--- src/sv/b64d_pkg.sv ---
// Shared types, constants and the character lookup for the Base64 decoder.
// No dependencies; every other file of the decoder imports this package.
package b64d_pkg;

    localparam int QUEUE_DEPTH = 8;
    localparam int QUEUE_AW    = $clog2(QUEUE_DEPTH);
    localparam int QUEUE_CW    = $clog2(QUEUE_DEPTH + 1);
    localparam int MAX_PUSH    = 3;

    localparam logic [7:0] PAD_CHAR = 8'h3D;

    typedef enum logic [1:0] {
        ST_OK       = 2'd0,
        ST_BAD_CHAR = 2'd1,
        ST_BAD_LEN  = 2'd2
    } t_status;

    typedef struct packed {
        logic [7:0] data_byte;
        t_status    status;
        logic       last_result;
    } t_result;

    typedef struct packed {
        logic [1:0]             cnt;
        t_result [MAX_PUSH-1:0] res;
    } t_push;

    // Bit 6 of the returned value is set for a character outside the alphabet.
    function automatic logic [6:0] sextet_of(input logic [7:0] c);
        logic [6:0] v;
        v = 7'h40;
        if (c >= 8'd65 && c <= 8'd90) begin
            v = 7'(c - 8'd65);
        end else if (c >= 8'd97 && c <= 8'd122) begin
            v = 7'(c - 8'd71);
        end else if (c >= 8'd48 && c <= 8'd57) begin
            v = 7'(c + 8'd4);
        end else if (c == 8'd43) begin
            v = 7'd62;
        end else if (c == 8'd47) begin
            v = 7'd63;
        end
        return v;
    endfunction

endpackage

--- src/sv/base64_decoder.sv ---
// Base64 decoder top level: character decode, quartet assembly and the result
// queue. Depends on b64d_pkg and b64d_queue.
// A character's results are pushed into the registered result queue when it is accepted.
// One character request per cycle; results leave one per cycle while i_ready is high.
// A quartet pushes up to three results, and requests stall only when the
// eight-entry result queue lacks room for three. Reset is synchronous, active low.
module base64_decoder
    import b64d_pkg::*;
(
    input  logic       i_clk,
    input  logic       i_rst_n,
    input  logic       i_valid,
    output logic       o_ready,
    input  logic [7:0] i_char_code,
    input  logic       i_last_char,
    output logic       o_valid,
    input  logic       i_ready,
    output logic [7:0] o_data_byte,
    output logic [1:0] o_status,
    output logic       o_last_result
);

    logic [23:0] r_acc, n_acc;
    logic [1:0]  r_pos, n_pos;
    logic        r_pad_third, n_pad_third;
    logic        r_disc, n_disc;

    logic        accept;
    logic        is_pad;
    logic [6:0]  sx;
    logic [5:0]  v;
    logic [23:0] acc_shift;
    logic [1:0]  drop;
    t_push       push;
    t_result     head;

    assign accept = i_valid && o_ready;
    assign is_pad = (i_char_code == PAD_CHAR);
    assign sx     = sextet_of(i_char_code);
    assign v      = is_pad ? 6'd0 : sx[5:0];
    assign acc_shift = {r_acc[17:0], v};

    always_comb begin
        n_acc       = r_acc;
        n_pos       = r_pos;
        n_pad_third = r_pad_third;
        n_disc      = r_disc;
        push        = '0;
        drop        = 2'd0;
        if (accept) begin
            if (r_disc || (!is_pad && sx[6])) begin
                if (i_last_char) begin
                    push.cnt = 2'd1;
                    push.res[0].status = (r_pos != 2'd3) ? ST_BAD_LEN : ST_BAD_CHAR;
                    push.res[0].last_result = 1'b1;
                    n_acc       = '0;
                    n_pos       = 2'd0;
                    n_pad_third = 1'b0;
                    n_disc      = 1'b0;
                end else begin
                    n_pos  = r_pos + 2'd1;
                    n_disc = 1'b1;
                end
            end else if (i_last_char && r_pos != 2'd3) begin
                push.cnt = 2'd1;
                push.res[0].status = ST_BAD_LEN;
                push.res[0].last_result = 1'b1;
                n_acc       = '0;
                n_pos       = 2'd0;
                n_pad_third = 1'b0;
            end else if (r_pos != 2'd3) begin
                n_acc = acc_shift;
                n_pos = r_pos + 2'd1;
                if (r_pos == 2'd2) begin
                    n_pad_third = is_pad;
                end
            end else begin
                if (i_last_char) begin
                    drop = 2'(r_pad_third) + 2'(is_pad);
                end
                push.cnt = 2'd3 - drop;
                for (int k = 0; k < MAX_PUSH; k++) begin
                    push.res[k].data_byte = acc_shift[23 - 8*k -: 8];
                    push.res[k].status    = ST_OK;
                    push.res[k].last_result = i_last_char && (2'(k + 1) == push.cnt);
                end
                n_acc       = '0;
                n_pos       = 2'd0;
                n_pad_third = 1'b0;
            end
        end
    end

    always_ff @(posedge i_clk) begin
        if (!i_rst_n) begin
            r_acc       <= '0;
            r_pos       <= 2'd0;
            r_pad_third <= 1'b0;
            r_disc      <= 1'b0;
        end else begin
            r_acc       <= n_acc;
            r_pos       <= n_pos;
            r_pad_third <= n_pad_third;
            r_disc      <= n_disc;
        end
    end

    b64d_queue u_queue (
        .i_clk   (i_clk),
        .i_rst_n (i_rst_n),
        .i_push  (push),
        .o_room  (o_ready),
        .o_valid (o_valid),
        .i_ready (i_ready),
        .o_head  (head)
    );

    assign o_data_byte   = head.data_byte;
    assign o_status      = head.status;
    assign o_last_result = head.last_result;

endmodule

--- src/sv/b64d_queue.sv ---
// Result queue of the Base64 decoder: takes up to three results a cycle and
// hands out one result a cycle while i_ready is high. Depends on b64d_pkg.
module b64d_queue
    import b64d_pkg::*;
(
    input  logic    i_clk,
    input  logic    i_rst_n,
    input  t_push   i_push,
    output logic    o_room,
    output logic    o_valid,
    input  logic    i_ready,
    output t_result o_head
);

    t_result [QUEUE_DEPTH-1:0] r_mem;
    logic [QUEUE_AW-1:0] r_wr_ptr, n_wr_ptr;
    logic [QUEUE_AW-1:0] r_rd_ptr, n_rd_ptr;
    logic [QUEUE_CW-1:0] r_count, n_count;
    logic                pop;

    assign o_valid = (r_count != '0);
    assign o_head  = r_mem[r_rd_ptr];
    assign pop     = o_valid && i_ready;
    assign o_room  = (r_count <= QUEUE_CW'(QUEUE_DEPTH - MAX_PUSH));

    always_comb begin
        n_wr_ptr = r_wr_ptr + QUEUE_AW'(i_push.cnt);
        n_rd_ptr = r_rd_ptr + QUEUE_AW'(pop);
        n_count  = r_count + QUEUE_CW'(i_push.cnt) - QUEUE_CW'(pop);
    end

    always_ff @(posedge i_clk) begin
        for (int k = 0; k < MAX_PUSH; k++) begin
            if (2'(k) < i_push.cnt) begin
                r_mem[r_wr_ptr + QUEUE_AW'(k)] <= i_push.res[k];
            end
        end
    end

    always_ff @(posedge i_clk) begin
        if (!i_rst_n) begin
            r_wr_ptr <= '0;
            r_rd_ptr <= '0;
            r_count  <= '0;
        end else begin
            r_wr_ptr <= n_wr_ptr;
            r_rd_ptr <= n_rd_ptr;
            r_count  <= n_count;
        end
    end

    a_count_bound: assert property (@(posedge i_clk) disable iff (!i_rst_n)
        r_count <= QUEUE_CW'(QUEUE_DEPTH))
        else $error("Result queue holds more entries than its depth.");

    a_push_needs_room: assert property (@(posedge i_clk) disable iff (!i_rst_n)
        (i_push.cnt != 2'd0) |-> o_room)
        else $error("Results were pushed while the queue had no room.");

    a_ptr_gap: assert property (@(posedge i_clk) disable iff (!i_rst_n)
        QUEUE_AW'(r_wr_ptr - r_rd_ptr) == QUEUE_AW'(r_count))
        else $error("Queue pointers disagree with the entry count.");

    a_count_step: assert property (@(posedge i_clk) disable iff (!i_rst_n)
        (r_count == '0 && i_push.cnt == 2'd0) |=> (r_count == '0))
        else $error("Empty queue gained entries without a push.");

endmodule

--- config.mk ---
export PLATFORM = sky130hd
export DESIGN_NAME = base64_decoder
export DESIGN_NICKNAME = d
export VERILOG_FILES = /design/src/sv/b64d_pkg.sv /design/src/sv/base64_decoder.sv /design/src/sv/b64d_queue.sv
export SDC_FILE = /design/constraint.sdc
export NUM_CORES = 1
export LEC_CHECK = 0
export BUFFER_PORTS_ARGS = -buffer_cell sky130_fd_sc_hd__buf_2
export CORE_MARGIN = 1.5
export CORE_UTILIZATION = 25
export DETAILED_ROUTE_END_ITERATION = 10
export MAX_ROUTING_LAYER = met4
export PLACE_DENSITY_LB_ADDON = 0.08
export SKIP_LAST_GASP = 1
export SLEW_MARGIN = 5
export SYNTH_ARGS = -nofsm -noshare
export SYNTH_HDL_FRONTEND = slang
export SYNTH_SLANG_ARGS = --single-unit
--- constraint.sdc ---
create_clock -name i_clk -period 10 [get_ports i_clk]
set_input_delay 1 -clock i_clk [delete_from_list [all_inputs] [get_ports i_clk]]
set_output_delay 1 -clock i_clk [all_outputs]
set_load 0.05 [all_outputs]
==> report_table.html <==
<table>
<tr><th>Metric</th><th>Value</th></tr>
<tr><th colspan="2">STA</th></tr>
<tr><td>Final count of negative-setup-slack endpoints</td><td>0</td></tr>
<tr><td>Sum of negative setup slack</td><td>0 ns</td></tr>
<tr><td>Max Transition Viols Final</td><td>0</td></tr>
<tr><td>Post-route worst hold slack</td><td>0.470 ns</td></tr>
<tr><td>Worst Tran Pin Value</td><td>1.32 ns</td></tr>
<tr><td>Final critical path time including I/O delays and setup</td><td>4.41 ns</td></tr>
<tr><td>Final Skew</td><td>0.00793 ns</td></tr>
<tr><td>Fraction of the cycle the final worst path needs</td><td>0.441</td></tr>
<tr><td>Relative slew slack</td><td>0.111</td></tr>
<tr><td>Number of hold violations in the final report</td><td>0</td></tr>
<tr><td>RSZ-0062 raised after global routing</td><td>false</td></tr>
<tr><td>Highest clock frequency the design can meet</td><td>227 MHz</td></tr>
<tr><td>Setup slack after layout</td><td>5.59 ns</td></tr>
<tr><th colspan="2">Outcome</th></tr>
<tr><td>Status</td><td>finished clean</td></tr>
<tr><th colspan="2">Route</th></tr>
<tr><td>Number of nets still failing antenna checks after routing</td><td>0</td></tr>
<tr><td>Vias after detailed routing</td><td>6855</td></tr>
<tr><td>Initial DRC count</td><td>675</td></tr>
<tr><td>Drt pass-1 iters</td><td>5</td></tr>
<tr><td>Routed wire length per instance</td><td>25.8 µm</td></tr>
<tr><td>Via/cell ratio</td><td>5.78</td></tr>
<tr><td>Post-detailed-route DRC marker count</td><td>0</td></tr>
<tr><td>Final wirelength</td><td>30600 µm</td></tr>
<tr><th colspan="2">Global routing</th></tr>
<tr><td>First-pass GRT wire length</td><td>45700 µm</td></tr>
<tr><td>Remaining global-route overflow</td><td>0</td></tr>
<tr><td>Total global-route track usage</td><td>0.209</td></tr>
<tr><td>Largest net degree at the start of global routing</td><td>25</td></tr>
<tr><td>Via count of the first global-routing pass</td><td>6869</td></tr>
<tr><td>Number of antenna violations at the first check in global routing</td><td>0</td></tr>
<tr><th colspan="2">Worst setup path</th></tr>
<tr><td>Critical Path Sink</td><td>u_queue.r_mem[16]</td></tr>
<tr><td>Critical Path Fanout Max</td><td>11</td></tr>
<tr><td>Buffers plus inverters on the worst setup path</td><td>2</td></tr>
<tr><td>Kind of end point of the critical path</td><td>flop</td></tr>
<tr><td>Levels on crit path</td><td>12</td></tr>
<tr><td>Reg2reg end</td><td>u_queue.r_count[3]</td></tr>
<tr><td>Data arrival time at the worst-slack endpoint</td><td>4.73 ns</td></tr>
<tr><td>Most frequent cell on the critical path</td><td>nand3_1</td></tr>
<tr><td>Kind of critical path</td><td>in -&gt; reg</td></tr>
<tr><td>Critical path launch point</td><td>i_char_code[5]</td></tr>
<tr><td>Worst flop-to-flop path startpoint</td><td>u_queue.r_count[3]</td></tr>
<tr><td>Largest stage delay on the critical path</td><td>1.07 ns</td></tr>
<tr><td>Slowest stage cell, crit path</td><td>o21ai_1</td></tr>
<tr><td>Number of cells on the worst reg-to-reg path</td><td>13</td></tr>
<tr><td>Setup slack of the worst register-to-register path</td><td>6.28 ns</td></tr>
<tr><td>Top cell family by delay on the critical path</td><td>compound AO/OA/AOI/OAI gates</td></tr>
<tr><td>Required time reported for the critical path endpoint</td><td>10.31 ns</td></tr>
<tr><td>Cells along the critical path</td><td>buf_2, nor3b_2, and2_1, nand3_1, clkinv_1, ha_1, nand3_1, o21ai_0, a211oi_4, o21ai_1, a211oi_1, a221oi_1</td></tr>
<tr><td>Startpoint types</td><td>input port</td></tr>
<tr><th colspan="2">Finish</th></tr>
<tr><td>Synth-to-layout area growth</td><td>13.9%</td></tr>
<tr><td>Highest-count cells in the layout ignoring fill and taps</td><td>dfxtp_1 (119), nor2_1 (47), nand2_1 (41), a22oi_1 (40), a21oi_1 (37)</td></tr>
<tr><td>Cell Count, Final, Fillers Out</td><td>1186</td></tr>
<tr><td>Proportion of layout cells with a drive suffix above 1</td><td>0.167</td></tr>
<tr><td>Number of antenna cells inserted</td><td>0</td></tr>
<tr><td>Leading cell type in the layout, fill and taps excluded</td><td>dfxtp_1</td></tr>
<tr><td>Final-stage net count</td><td>825</td></tr>
<tr><th colspan="2">Clocking</th></tr>
<tr><td>Hold buffer count at cts</td><td>0</td></tr>
<tr><td>Total CTS buffers</td><td>17</td></tr>
<tr><td>Root Driver</td><td>clkbuf_16</td></tr>
<tr><td>H-tree depth</td><td>4</td></tr>
<tr><td>Clock tree from TritonCTS</td><td>built</td></tr>
<tr><td>Sinks on Clock Net</td><td>120</td></tr>
<tr><td>Post-CTS repair timing setup buffer count</td><td>0</td></tr>
<tr><td>Maximum clock insertion buffer count</td><td>2</td></tr>
<tr><td>Post-CTS Resized</td><td>0</td></tr>
<tr><td>Clock slew at reported path FFs</td><td>0.06 ns</td></tr>
<tr><td>Latest clock arrival within the worst-skew pair</td><td>0.42 ns</td></tr>
<tr><th colspan="2">Floorplan</th></tr>
<tr><td>DIE HEIGHT</td><td>175 µm</td></tr>
<tr><td>Total die area</td><td>30500 µm²</td></tr>
<tr><td>Die width</td><td>175 µm</td></tr>
<tr><td>Effective utilization at floorplan</td><td>0.255</td></tr>
<tr><td>Placement row count</td><td>62</td></tr>
<tr><td>Placeable core region</td><td>28900 µm²</td></tr>
<tr><td>Top-level I/O count</td><td>26</td></tr>
<tr><th colspan="2">Synth</th></tr>
<tr><td>Area fraction of the dominant cell type after synthesis</td><td>0.327</td></tr>
<tr><td>Synthesized flop and latch total</td><td>120</td></tr>
<tr><td>Mapped cell area</td><td>7360 µm²</td></tr>
<tr><td>Distinct cells, synth</td><td>80</td></tr>
<tr><td>Post-synth top flop</td><td>dfxtp_1</td></tr>
<tr><td>Number of enable flip-flop cells after synthesis</td><td>0</td></tr>
<tr><td>Avg Synthesized Cell Area</td><td>9.34 µm²</td></tr>
<tr><td>Number of instances in the synthesized netlist</td><td>788</td></tr>
<tr><td>Share of synthesized registers carrying an async set or reset</td><td>0</td></tr>
<tr><td>Synthesized Nets</td><td>824</td></tr>
<tr><td>Cell types occupying the most area after synthesis</td><td>dfxtp_1 (33%), mux4_2 (6.7%), mux2i_1 (4.9%), a22o_1 (4.3%), a22oi_1 (4.1%)</td></tr>
<tr><td>Yosys Warn Count</td><td>0</td></tr>
<tr><td>Sequential cell area fraction in the yosys report</td><td>0.327</td></tr>
<tr><td>Synth area leader</td><td>dfxtp_1</td></tr>
<tr><th colspan="2">Placement</th></tr>
<tr><td>Detailed placer's ending HPWL</td><td>21900 µm</td></tr>
<tr><td>Post-placement setup slack</td><td>5.24 ns</td></tr>
<tr><td>Placed cells</td><td>1154</td></tr>
<tr><td>Placer congestion estimate</td><td>0.874</td></tr>
<tr><td>Port-buffer cells</td><td>25</td></tr>
<tr><th colspan="2">Pwr</th></tr>
<tr><td>Maximum vdd drop</td><td>109 µV</td></tr>
<tr><td>Part of the total power dissipated in sequential elements</td><td>0.377</td></tr>
<tr><td>Int Power</td><td>992 µW</td></tr>
<tr><td>Static leakage</td><td>0.00327 µW</td></tr>
<tr><td>Psw</td><td>477 µW</td></tr>
<tr><td>Net switching share of the total power</td><td>0.325</td></tr>
<tr><td>Combinational group share of total power</td><td>0.204</td></tr>
<tr><td>PD cells</td><td>175 nW/µm²</td></tr>
<tr><td>Fraction of power consumed by the clock network</td><td>0.419</td></tr>
<tr><th colspan="2">Min path</th></tr>
<tr><td>Worst hold-check path type</td><td>reg -&gt; reg</td></tr>
<tr><th colspan="2">Job</th></tr>
<tr><td>Max-cap violations</td><td>0</td></tr>
</table>
==> worst min path at each step <==
stage	endpoint	cells after the start	startpoint	slack (ns)
2_1_floorplan	u_queue.r_mem[82]	2	u_queue.r_mem[82]	0.44
3_3_place_gp	u_queue.r_mem[82]	2	u_queue.r_mem[82]	0.45
3_5_place_dp	u_queue.r_mem[82]	2	u_queue.r_mem[82]	0.46
4_1_cts	u_queue.r_mem[82]	2	u_queue.r_mem[82]	0.47
5_1_grt	u_queue.r_mem[82]	2	u_queue.r_mem[82]	0.51
6_report	u_queue.r_mem[82]	2	u_queue.r_mem[82]	0.47
==> through the flow <==
step	instance area [µm²]	utilization	total power, µW
finish	8380	0.290	1470
global route	8380	0.290	1540
CTS	8380	0.290	1480
detailed placement	7810	0.271	866
global placement	7810	0.271	861
floorplan	7360	-	778
==> synthesized netlist by cell type (8+ instances only) <==
master and n:
a21o_1 9, o21ai_1 12, nor2b_1 8, mux2_2 11, mux2i_1 36, a211o_1 9
and3_1 10, ha_1 21, nand3_1 14, a22o_1 36, o21ai_0 31, mux4_2 22
a211oi_1 11, nand2_1 41, nor3_1 21, clkbuf_1 26, o22ai_1 12, a21oi_1 37
and2_1 21, a221o_1 11, a221oi_1 23, buf_2 20, inv_1 26, dfxtp_1 120
a22oi_1 40, nor2_1 47
==> logic make-up (layout without fill, tap and decap cells) <==
| family | count (synthesis) | in the layout | synth area share |
|---|---|---|---|
| xor gates and xnor gates | 9 | 9 | 0.0107 |
| muxes | 69 | 69 | 0.133 |
| buffers and inverters | 84 | 98 | 0.0514 |
| AOI/OAI and AO/OA | 286 | 286 | 0.294 |
| adders and majority gates | 23 | 23 | 0.0412 |
| and+or+nand+nor | 197 | 197 | 0.143 |
| DFF | 120 | 120 | 0.327 |
==> registers in the layout, summed over array words and instances, names as in the netlist <==
| register | cells |
|---|---|
| u_queue.r_wr_ptr | 3 |
| u_queue.r_rd_ptr | 3 |
| r_pos | 2 |
| u_queue.r_mem | 88 |
| u_queue.r_count | 4 |
| r_acc | 18 |
| r_pad_third | 1 |
| r_disc | 1 |
==> layer usage <==
layer,routed length (µm),GRT usage
met1,13800,0.270
met2,14000,0.325
met3,1840,0.0424
met4,890,0.0702
met5,0,-
==> worst register-to-register path: stages, from the launching register on <==
cell and delay [ns]:
dfxtp_1 0.35, inv_1 0.07, ha_1 0.22, a21boi_1 0.46, nand2_1 0.49, a211oi_2 0.54
nand2_1 0.19, ha_1 0.39, inv_1 0.06, ha_1 0.28, a21o_1 0.17, a21oi_1 0.16
xor2_1 0.15, and2_1 0.13
==> power groups by stage <==
| stage | combinational [µW] | sequential [µW] | clock, µW |
|---|---|---|---|
| 6_report | 300 | 554 | 616 |
| 5_1_grt | 327 | 561 | 649 |
| 4_1_cts | 301 | 555 | 627 |
| 3_5_place_dp | 300 | 565 | 0 |
| 3_3_place_gp | 296 | 566 | 0 |
| 2_1_floorplan | 252 | 526 | 0 |
==> cell type report <==
class | count | area, µm²
flip-flops and latches | 120 | 2400
well taps | 384 | 480
repair buffers | 38 | 223
clock buffers | 21 | 450
multi-input cells | 584 | 4590
inverters | 28 | 105
fillers | 3068 | 20500
clock inverters | 11 | 124
No activity file was read; power rests on OpenSTA's default activity.
